`config.mk`:
```
export PLATFORM = sky130hd
export DESIGN_NAME = primitive_band_binner_core
export DESIGN_NICKNAME = d
export VERILOG_FILES = /design/src/rtl/pbb_pkg.sv /design/src/rtl/pbb_div.sv /design/src/rtl/pbb_counters.sv /design/src/rtl/primitive_band_binner_core.sv
export SDC_FILE = /design/constraint.sdc
export NUM_CORES = 2
export LEC_CHECK = 0
export ABC_AREA = 1
export BUFFER_PORTS_ARGS = -buffer_cell sky130_fd_sc_hd__buf_2
export CORE_MARGIN = 4
export CORE_UTILIZATION = 45
export DETAILED_ROUTE_END_ITERATION = 8
export GPL_TIMING_DRIVEN = 0
export SLEW_MARGIN = 40
export SYNTH_ARGS = -nofsm -noshare
export SYNTH_HDL_FRONTEND = slang
export SYNTH_SLANG_ARGS = --single-unit
export TNS_END_PERCENT = 20
```
`constraint.sdc`:
```
create_clock -name clk -period 6.2 [get_ports clk]
set_input_delay 0.31 -clock clk [delete_from_list [all_inputs] [get_ports clk]]
set_output_delay 0.31 -clock clk [all_outputs]
set_load 0.01 [all_outputs]
```
`src/rtl/pbb_pkg.sv`:
```
// Shared types and constants for the primitive band binner.
package pbb_pkg;

	localparam int Y_W        = 21;
	localparam int H_W        = 14;
	localparam int N_W        = 5;
	localparam int SEL_W      = 4;
	localparam int MASK_BANDS = 16;
	localparam int CNT_W      = 32;
	localparam int KIND_W     = 2;

	localparam logic [H_W-1:0] HEIGHT_RST = 14'd1024;
	localparam logic [N_W-1:0] BANDS_RST  = 5'd1;

	typedef enum logic [1:0] {
		CMD_VERTEX = 2'd0,
		CMD_READ   = 2'd1,
		CMD_CLEAR  = 2'd2,
		CMD_NOP    = 2'd3
	} cmd_t;

	typedef enum logic {
		REG_HEIGHT = 1'b0,
		REG_BANDS  = 1'b1
	} reg_idx_t;

	typedef enum logic {
		REPLY_ROUTE = 1'b0,
		REPLY_COUNT = 1'b1
	} reply_t;

	typedef enum logic [KIND_W-1:0] {
		DEST_NONE = 2'd0,
		DEST_ONE  = 2'd1,
		DEST_MANY = 2'd2
	} dest_kind_t;

	// Request from the band walk to the counter file.
	typedef struct packed {
		logic             inc;
		logic             clr;
		logic [SEL_W-1:0] idx;
	} cnt_req_t;

endpackage

```
`src/rtl/pbb_div.sv`:
```
// Restoring divider: image height over band count, one quotient bit per cycle.
module pbb_div (
	input  logic                      clk,
	input  logic                      arst_n,
	input  logic                      start,
	input  logic [pbb_pkg::H_W-1:0]   dividend,
	input  logic [pbb_pkg::N_W-1:0]   divisor,
	output logic                      done,
	output logic [pbb_pkg::H_W-1:0]   quo,
	output logic [pbb_pkg::N_W-1:0]   rem
);

	localparam int STEP_W = $clog2(pbb_pkg::H_W);

	logic                      busy_q;
	logic                      done_q;
	logic [STEP_W-1:0]         step_q;
	logic [pbb_pkg::H_W-1:0]   quo_q;
	logic [pbb_pkg::N_W-1:0]   rem_q;
	logic [pbb_pkg::N_W-1:0]   dvs_q;
	logic [pbb_pkg::N_W:0]     trial;
	logic [pbb_pkg::N_W:0]     diff;
	logic                      ge;

	always_comb begin
		trial = {rem_q, quo_q[pbb_pkg::H_W-1]};
		ge    = trial >= {1'b0, dvs_q};
		diff  = trial - {1'b0, dvs_q};
	end

	always_ff @(posedge clk or negedge arst_n) begin
		if (!arst_n) begin
			busy_q <= 1'b0;
			done_q <= 1'b0;
			step_q <= '0;
		end else if (start) begin
			busy_q <= 1'b1;
			done_q <= 1'b0;
			step_q <= '0;
		end else if (busy_q) begin
			step_q <= step_q + STEP_W'(1);
			if (step_q == STEP_W'(pbb_pkg::H_W - 1)) begin
				busy_q <= 1'b0;
				done_q <= 1'b1;
			end
		end else begin
			done_q <= 1'b0;
		end
	end

	always_ff @(posedge clk) begin
		if (start) begin
			quo_q <= dividend;
			rem_q <= '0;
			dvs_q <= divisor;
		end else if (busy_q) begin
			// remainder stays below the divisor, so the low bits hold it
			rem_q <= ge ? diff[pbb_pkg::N_W-1:0] : trial[pbb_pkg::N_W-1:0];
			quo_q <= {quo_q[pbb_pkg::H_W-2:0], ge};
		end
	end

	assign done = done_q;
	assign quo  = quo_q;
	assign rem  = rem_q;

endmodule

```
`src/rtl/pbb_counters.sv`:
```
// Per-band saturating primitive counters with a clear that resets every band together.
module pbb_counters #(
	parameter int DEPTH = 16
) (
	input  logic                        clk,
	input  logic                        arst_n,
	input  pbb_pkg::cnt_req_t           req,
	input  logic [pbb_pkg::SEL_W-1:0]   rd_sel,
	output logic [pbb_pkg::CNT_W-1:0]   rd_data
);

	logic [pbb_pkg::CNT_W-1:0] cnt_q [pbb_pkg::MASK_BANDS];

	for (genvar j = 0; j < pbb_pkg::MASK_BANDS; j++) begin : g_cnt
		if (j < DEPTH) begin : g_live
			always_ff @(posedge clk or negedge arst_n) begin
				if (!arst_n) begin
					cnt_q[j] <= '0;
				end else if (req.clr) begin
					cnt_q[j] <= '0;
				end else if (req.inc && req.idx == pbb_pkg::SEL_W'(j) && cnt_q[j] != '1) begin
					cnt_q[j] <= cnt_q[j] + pbb_pkg::CNT_W'(1);
				end
			end
		end else begin : g_none
			assign cnt_q[j] = '0;
		end
	end

	assign rd_data = cnt_q[rd_sel];

endmodule

```
`src/rtl/primitive_band_binner_core.sv`:
```
// Top level: extent tracking, band walk sequencer and result register.
//
//   channel   signals                                         dir
//   input     in_valid/in_ready, command, vertex_y,           in
//             last_vertex, band_select
//   output    out_valid/out_ready, reply_kind, dest_mask,     out
//             dest_kind, first_dest, count_value
//   config    cfg_we, cfg_index, cfg_data                     in
//
// A non-final vertex or clear is taken directly; a count read passes through a
// read state. A final vertex passes through transfer, 14 divider steps, quotient
// hand-off, one boundary compare per band in use and the result register load.
// Reset clears extent, counters and the result valid flag; no clearing pass.
// A result waiting on out_ready holds the next final vertex or read in its last
// cycle; other commands keep flowing.
module primitive_band_binner_core #(
	parameter int NUM_BANDS       = 16,
	parameter int COORD_FRAC_BITS = 4
) (
	input  logic                               clk,
	input  logic                               arst_n,
	input  logic                               in_valid,
	output logic                               in_ready,
	input  logic [1:0]                         command,
	input  logic signed [pbb_pkg::Y_W-1:0]     vertex_y,
	input  logic                               last_vertex,
	input  logic [pbb_pkg::SEL_W-1:0]          band_select,
	output logic                               out_valid,
	input  logic                               out_ready,
	output logic                               reply_kind,
	output logic [pbb_pkg::MASK_BANDS-1:0]     dest_mask,
	output logic [pbb_pkg::KIND_W-1:0]         dest_kind,
	output logic [pbb_pkg::SEL_W-1:0]          first_dest,
	output logic [pbb_pkg::CNT_W-1:0]          count_value,
	input  logic                               cfg_we,
	input  logic                               cfg_index,
	input  logic [pbb_pkg::H_W-1:0]            cfg_data
);

	localparam int MAXB  = (NUM_BANDS < pbb_pkg::MASK_BANDS) ? NUM_BANDS : pbb_pkg::MASK_BANDS;
	localparam int BND_W = pbb_pkg::H_W + COORD_FRAC_BITS + 1;
	localparam int CMP_W = (BND_W > pbb_pkg::Y_W) ? BND_W : pbb_pkg::Y_W;
	localparam int N_W   = pbb_pkg::N_W;

	typedef enum logic [4:0] {
		ST_IDLE = 5'b00001,
		ST_DIV  = 5'b00010,
		ST_WALK = 5'b00100,
		ST_DONE = 5'b01000,
		ST_RD   = 5'b10000
	} state_t;

	state_t                           state_q;
	logic [pbb_pkg::H_W-1:0]          height_q;
	logic [N_W-1:0]                   bands_q;
	logic signed [pbb_pkg::Y_W-1:0]   min_q;
	logic signed [pbb_pkg::Y_W-1:0]   max_q;
	logic                             inside_q;
	logic [N_W-1:0]                   n_q;
	logic [pbb_pkg::SEL_W-1:0]        sel_q;
	logic [pbb_pkg::SEL_W-1:0]        idx_q;
	logic [pbb_pkg::H_W-1:0]          hq_q;
	logic [N_W-1:0]                   hr_q;
	logic [pbb_pkg::H_W-1:0]          lo_q;
	logic [N_W-1:0]                   rem_q;
	logic [pbb_pkg::MASK_BANDS-1:0]   mask_q;
	pbb_pkg::dest_kind_t              kind_q;
	logic [pbb_pkg::SEL_W-1:0]        first_q;

	logic                             out_valid_q;
	logic                             reply_q;
	logic [pbb_pkg::MASK_BANDS-1:0]   dmask_q;
	logic [pbb_pkg::KIND_W-1:0]       dkind_q;
	logic [pbb_pkg::SEL_W-1:0]        dfirst_q;
	logic [pbb_pkg::CNT_W-1:0]        count_q;

	logic                             accept;
	logic                             slot_free;
	logic                             is_vertex;
	logic                             is_read;
	logic                             is_clear;
	logic signed [pbb_pkg::Y_W-1:0]   new_min;
	logic signed [pbb_pkg::Y_W-1:0]   new_max;
	logic [N_W-1:0]                   n_eff;
	logic                             div_start;
	logic                             div_done;
	logic [pbb_pkg::H_W-1:0]          div_quo;
	logic [N_W-1:0]                   div_rem;
	logic [N_W:0]                     rsum;
	logic                             carry;
	logic [pbb_pkg::H_W-1:0]          hi_bnd;
	logic [N_W-1:0]                   rem_next;
	logic signed [CMP_W-1:0]          lo_c;
	logic signed [CMP_W-1:0]          hi_c;
	logic signed [CMP_W-1:0]          min_c;
	logic signed [CMP_W-1:0]          max_c;
	logic                             hit;
	logic                             walk_last;
	pbb_pkg::cnt_req_t                cnt_req;
	logic [pbb_pkg::CNT_W-1:0]        cnt_rd;

	assign in_ready  = (state_q == ST_IDLE);
	assign accept    = in_valid && in_ready;
	assign slot_free = !out_valid_q || out_ready;
	assign is_vertex = accept && (command == pbb_pkg::CMD_VERTEX);
	assign is_read   = accept && (command == pbb_pkg::CMD_READ);
	assign is_clear  = accept && (command == pbb_pkg::CMD_CLEAR);

	// Fold the incoming vertex into the running extent.
	always_comb begin
		if (!inside_q) begin
			new_min = vertex_y;
			new_max = vertex_y;
		end else begin
			new_min = (vertex_y < min_q) ? vertex_y : min_q;
			new_max = (vertex_y > max_q) ? vertex_y : max_q;
		end
	end

	// Clamp the band count to the range the mask and counters support.
	always_comb begin
		priority if (bands_q == '0)
			n_eff = N_W'(1);
		else if (bands_q > N_W'(MAXB))
			n_eff = N_W'(MAXB);
		else
			n_eff = bands_q;
	end

	assign div_start = is_vertex && last_vertex;

	pbb_div u_div (
		.clk      (clk),
		.arst_n   (arst_n),
		.start    (div_start),
		.dividend (height_q),
		.divisor  (n_eff),
		.done     (div_done),
		.quo      (div_quo),
		.rem      (div_rem)
	);

	// Next boundary: floor(h*(i+1)/n) from floor(h*i/n) and its remainder.
	always_comb begin
		rsum     = {1'b0, rem_q} + {1'b0, hr_q};
		carry    = rsum >= {1'b0, n_q};
		rem_next = carry ? N_W'(rsum - {1'b0, n_q}) : N_W'(rsum);
		hi_bnd   = lo_q + hq_q + pbb_pkg::H_W'(carry);
		lo_c     = $signed(CMP_W'(lo_q) << COORD_FRAC_BITS);
		hi_c     = $signed(CMP_W'(hi_bnd) << COORD_FRAC_BITS);
		min_c    = CMP_W'(min_q);
		max_c    = CMP_W'(max_q);
		hit      = (min_c <= hi_c) && (max_c >= lo_c);
		walk_last = ({1'b0, idx_q} == N_W'(n_q - N_W'(1)));
	end

	always_comb begin
		cnt_req.inc = (state_q == ST_WALK) && hit;
		cnt_req.clr = is_clear;
		cnt_req.idx = idx_q;
	end

	pbb_counters #(
		.DEPTH (MAXB)
	) u_cnt (
		.clk     (clk),
		.arst_n  (arst_n),
		.req     (cnt_req),
		.rd_sel  (sel_q),
		.rd_data (cnt_rd)
	);

	always_ff @(posedge clk or negedge arst_n) begin
		if (!arst_n) begin
			height_q <= pbb_pkg::HEIGHT_RST;
			bands_q  <= pbb_pkg::BANDS_RST;
		end else if (cfg_we) begin
			unique case (cfg_index)
				pbb_pkg::REG_HEIGHT: height_q <= cfg_data;
				pbb_pkg::REG_BANDS:  bands_q  <= cfg_data[N_W-1:0];
				default: ;
			endcase
		end
	end

	always_ff @(posedge clk or negedge arst_n) begin
		if (!arst_n) begin
			state_q  <= ST_IDLE;
			min_q    <= '0;
			max_q    <= '0;
			inside_q <= 1'b0;
		end else begin
			unique case (state_q)
				ST_IDLE: begin
					if (is_vertex) begin
						min_q    <= new_min;
						max_q    <= new_max;
						inside_q <= !last_vertex;
						if (last_vertex)
							state_q <= ST_DIV;
					end else if (is_read) begin
						state_q <= ST_RD;
					end
				end
				ST_DIV: begin
					if (div_done)
						state_q <= ST_WALK;
				end
				ST_WALK: begin
					if (walk_last)
						state_q <= ST_DONE;
				end
				ST_DONE, ST_RD: begin
					if (slot_free)
						state_q <= ST_IDLE;
				end
				default: state_q <= ST_IDLE;
			endcase
		end
	end

	// Walk datapath: boundary, remainder and hit summary per band.
	always_ff @(posedge clk) begin
		if (div_start) begin
			n_q <= n_eff;
		end
		if (is_read) begin
			sel_q <= band_select;
		end
		if (state_q == ST_DIV) begin
			hq_q    <= div_quo;
			hr_q    <= div_rem;
			lo_q    <= '0;
			rem_q   <= '0;
			idx_q   <= '0;
			mask_q  <= '0;
			kind_q  <= pbb_pkg::DEST_NONE;
			first_q <= '0;
		end else if (state_q == ST_WALK) begin
			lo_q  <= hi_bnd;
			rem_q <= rem_next;
			idx_q <= idx_q + pbb_pkg::SEL_W'(1);
			if (hit) begin
				mask_q[idx_q] <= 1'b1;
				unique case (kind_q)
					pbb_pkg::DEST_NONE: begin
						kind_q  <= pbb_pkg::DEST_ONE;
						first_q <= idx_q;
					end
					pbb_pkg::DEST_ONE:  kind_q <= pbb_pkg::DEST_MANY;
					default:            kind_q <= pbb_pkg::DEST_MANY;
				endcase
			end
		end
	end

	always_ff @(posedge clk or negedge arst_n) begin
		if (!arst_n) begin
			out_valid_q <= 1'b0;
		end else if ((state_q == ST_DONE || state_q == ST_RD) && slot_free) begin
			out_valid_q <= 1'b1;
		end else if (out_ready) begin
			out_valid_q <= 1'b0;
		end
	end

	always_ff @(posedge clk) begin
		if (state_q == ST_DONE && slot_free) begin
			reply_q  <= pbb_pkg::REPLY_ROUTE;
			dmask_q  <= mask_q;
			dkind_q  <= kind_q;
			dfirst_q <= first_q;
			count_q  <= '0;
		end else if (state_q == ST_RD && slot_free) begin
			reply_q  <= pbb_pkg::REPLY_COUNT;
			dmask_q  <= '0;
			dkind_q  <= pbb_pkg::DEST_NONE;
			dfirst_q <= '0;
			count_q  <= cnt_rd;
		end
	end

	assign out_valid   = out_valid_q;
	assign reply_kind  = reply_q;
	assign dest_mask   = dmask_q;
	assign dest_kind   = dkind_q;
	assign first_dest  = dfirst_q;
	assign count_value = count_q;

	a_walk_in_range: assert property (@(posedge clk) disable iff (!arst_n)
		state_q == ST_WALK |-> {1'b0, idx_q} < n_q)
		else $error("band walk index past band count");

	a_div_rem: assert property (@(posedge clk) disable iff (!arst_n)
		state_q == ST_DIV && div_done |-> div_rem < n_eff)
		else $error("divider remainder not below band count");

	a_kind_mask: assert property (@(posedge clk) disable iff (!arst_n)
		out_valid && reply_kind == pbb_pkg::REPLY_ROUTE |->
		(dest_kind == pbb_pkg::DEST_NONE && dest_mask == '0) ||
		(dest_kind == pbb_pkg::DEST_ONE && $onehot(dest_mask)) ||
		(dest_kind == pbb_pkg::DEST_MANY && $countones(dest_mask) > 1))
		else $error("destination kind disagrees with mask");

	a_first_in_mask: assert property (@(posedge clk) disable iff (!arst_n)
		out_valid && reply_kind == pbb_pkg::REPLY_ROUTE &&
		dest_kind != pbb_pkg::DEST_NONE |-> dest_mask[first_dest])
		else $error("first destination not in mask");

	a_count_reply_clean: assert property (@(posedge clk) disable iff (!arst_n)
		out_valid && reply_kind == pbb_pkg::REPLY_COUNT |->
		dest_mask == '0 && first_dest == '0)
		else $error("count reply carries routing fields");

endmodule
```
==> out/results.tsv <==
stage	metric	value	unit
pwr	power.share.clock	0.253	
synth	seq_area_frac_synth	0.370	
sta	setup_viol	0	
pwr	p_sw	9.39	mW
placed_design	postPlaceCellArea	51900	sq um
pwr	power.share.switching	0.435	
synth	synthCells	7135	
drt	drc	0	
finish	layout_commonest_cell	nand2_1	
clock_network	cts_sinks	733	
drt	wirelength	205000	microns
clock_network	cts_inserted_buffers	89	
setup_path	cp-start-kind	flop	
clock_network	cts_root_buf	clkbuf_16	
sta	setup_ws	330	ps
run	maxCapViolations	0	
pwr	combPwrFrac	0.353	
drt	routedWlPerCell	23.0	microns
synth	async_flop_share	0.799	
synth	yosys_warnings	0	
finish	fillers	10900	
synth	synth_area_per_cell	6.91	sq um
placed_design	dp_cells	8662	
placed_design	pre_cts_slack	-1140	ps
finish	multi_input_area	26600	sq um
setup_path	cp_max_fo	10	
drt	firstDrtPassIters	7	
pwr	leakagePower	27.4	nW
die	die_h	339	microns
sta	fin_crit	5870	ps
finish	area_delta_synth_final	13.9	%
global_route	grt_max_degree	96	
die	coreArea	109000	sq um
sta	slew_headroom	0.356	
setup_path	max_stage_delay	360	ps
pwr	design_power_total	21.6	mW
drt	via_per_inst	5.82	
setup_path	worst_setup_path_end_kind	flop	
status	status	complete, no violations	
setup_path	arrival	6470	ps
sta	hold_viol_final	0	
sta	fin_tns_setup	0	ps
clock_network	htree_levels	3	
drt	drt_iter0_markers	6206	
sta	finalClockSkew	22.5	ps
clock_network	cts_tree	built	
synth	synth-edff-count	64	
die	fp-row-count	121	
synth	synth_flop_cell	dfrtp_1	
global_route	track_usage	0.345	
die	die-area	115000	sq um
synth	syn_nets	7309	
die	ios	105	
hold_path	min-delay-path-class	input port to flop	
global_route	antenna_found_initial	6	
finish	regArea	18300	sq um
global_route	grt_pass1_wl	304000	microns
sta	drv_slew	0	
finish	final_cells	8921	
clock_network	path_clk_slew	60	ps
drt	vias	52000	
drt	ant_nets	0	
placed_design	place.gp.congestion	1.05	
pwr	seq_power_share	0.394	
finish	fin_area	56100	sq um
setup_path	timing.reg2reg.setup_slack	330	ps
sta	fmax	0.170	GHz
pwr	power.internal	12.2	mW
placed_design	portBuffers	104	
global_route	grt-ovfl-total	0	
clock_network	cts_max_path_buffers	3	
setup_path	path_class	flop to flop	
finish	drive_above_1_share	0.0793	
sta	tightest_slew	966	ps
clock_network	clk-insertion-delay-late	690	ps
die	start_util	0.453	
synth	synth-seq-cells	733	
synth	synth_cell_types	50	
synth	synth_area	49300	sq um
sta	timing.final.crit_share	0.947	
global_route	grt_pass1_vias	47800	
setup_path	crit_required	6800	ps
placed_design	dp_hpwl	159000	microns
setup_path	cp_slowest_cell	fa_2	
pwr	vdd_ir_drop_max	323	uV
pwr	p_per_area	385	nW/um^2
finish	final_nets	7610	
finish	final_cell_mix	1733 x nand2_1, 1245 x nand3_1, 855 x inv_1	
die	fp.dieW	339	microns
==> cells by family after synthesis <==
group / after synthesis / share of synthesized area
AOI/OAI and AO/OA: 738 / 0.0841
xor gates and xnor gates: 305 / 0.0542
adders and majority gates: 126 / 0.0328
and+or+nand+nor: 4021 / 0.362
buffers and inverters: 1203 / 0.0948
DFF: 733 / 0.370
muxes: 9 / 0.00206
==> through the flow <==
stage               hold WS, ps   util
finish                     72.3  0.515
global route                128  0.515
CTS                        29.0  0.512
detailed placement          229  0.477
global placement            437  0.474
floorplan                  14.4      -
==> metal layers <==
metal,global-route usage,vias up,part of all wire
met5,0,-,0.00022
met4,0.135,6,0.045
met3,0.0759,451,0.10
met2,0.522,2540,0.43
met1,0.482,24700,0.42
li1,-,24200,-
==> power by group through the flow <==
| stage | clock network [mW] | logic, mW | registers [mW] |
|---|---|---|---|
| after global placement | 0 | 6.97 | 8.46 |
| final | 5.46 | 7.62 | 8.50 |
| after detailed placement | 0 | 7.18 | 8.47 |
| after CTS | 5.54 | 7.29 | 8.40 |
| after floorplan | 0 | 4.82 | 7.72 |
| after global routing | 5.72 | 8.49 | 8.67 |
==> synthesized netlist by cell type, types with 67 or more instances <==
cell type     n  share of area
dfxtp_1      83          0.034
nand3_1    1246           0.13
ha_1        121          0.031
or2_2        70         0.0089
dfrtp_1     583           0.30
nand4_1     160          0.020
inv_1       856          0.065
nor2_1      486          0.037
xor2_1      252          0.045
nor4_1       73         0.0093
o211ai_1     82          0.012
o21ai_0     316          0.032
buf_2        67         0.0068
clkbuf_1    222          0.017
nor3_1      212          0.022
nand2_1    1736           0.13
a21oi_1     240          0.024
==> repair_timing <==
| action | 4_1_cts | 5_1_grt |
|---|---|---|
| gates cloned | 0 | 5 |
| pin swaps | 17 | 20 |
| setup endpoints to repair | 525 | 525 |
| hold endpoints to repair | 350 | 0 |
| buffers inserted | 31 | 18 |
| hold buffers | 43 | 0 |
| gates resized for setup | 86 | 43 |
==> flip-flops by register name, summed over array words and instances (netlist names), 14 cells and up <==
signal / cells
min_c: 21
lo_q: 14
dest_mask: 16
count_value: 32
height_q: 14
mask_q: 16
max_c: 21
hq_q: 14
u_cnt.cnt_q: 512
u_div.quo: 14
==> path summary, 6_finish.rpt <==
check / from / to / cells after the start
setup / recovery: rem_q[0]$_SDFFE_PP0P_ / u_cnt.cnt_q[446]$_DFFE_PN0P_ / 32
hold / removal: cfg_we / bands_q[0]$_DFFE_PN1P_ / 4
setup reg to reg: rem_q[0]$_SDFFE_PP0P_ / u_cnt.cnt_q[446]$_DFFE_PN0P_ / 32
hold reg to reg: u_div.quo[8]$_DFFE_PP_ / hq_q[8]$_DFFE_PP_ / 0
max in group asynchronous: arst_n / u_cnt.cnt_q[257]$_DFFE_PN0P_ / 5
min in group asynchronous: arst_n / max_c[13]$_DFFE_PN0P_ / 2
==> final cells by class <==
type / instances / area share
diodes: 2 / 0.0000892
plain buffers: 336 / 0.0291
inverters: 867 / 0.0580
clock buffers: 113 / 0.0436
well taps: 1414 / 0.0315
clock inverters: 47 / 0.00948
flip-flops and latches: 733 / 0.325
repair buffers: 209 / 0.0295
multi-input cells: 5200 / 0.473
==> critical path: cells and delay by family, from the launching register on <==
kind | cells | cell delay [ps]
and+or+nand+nor | 16 | 2270
adders and majority gates | 6 | 1680
buffers and inverters | 6 | 760
xor gates and xnor gates | 2 | 380
AOI/OAI and AO/OA | 2 | 370
DFF | 1 | 340
(Power assumes the default switching activity.)
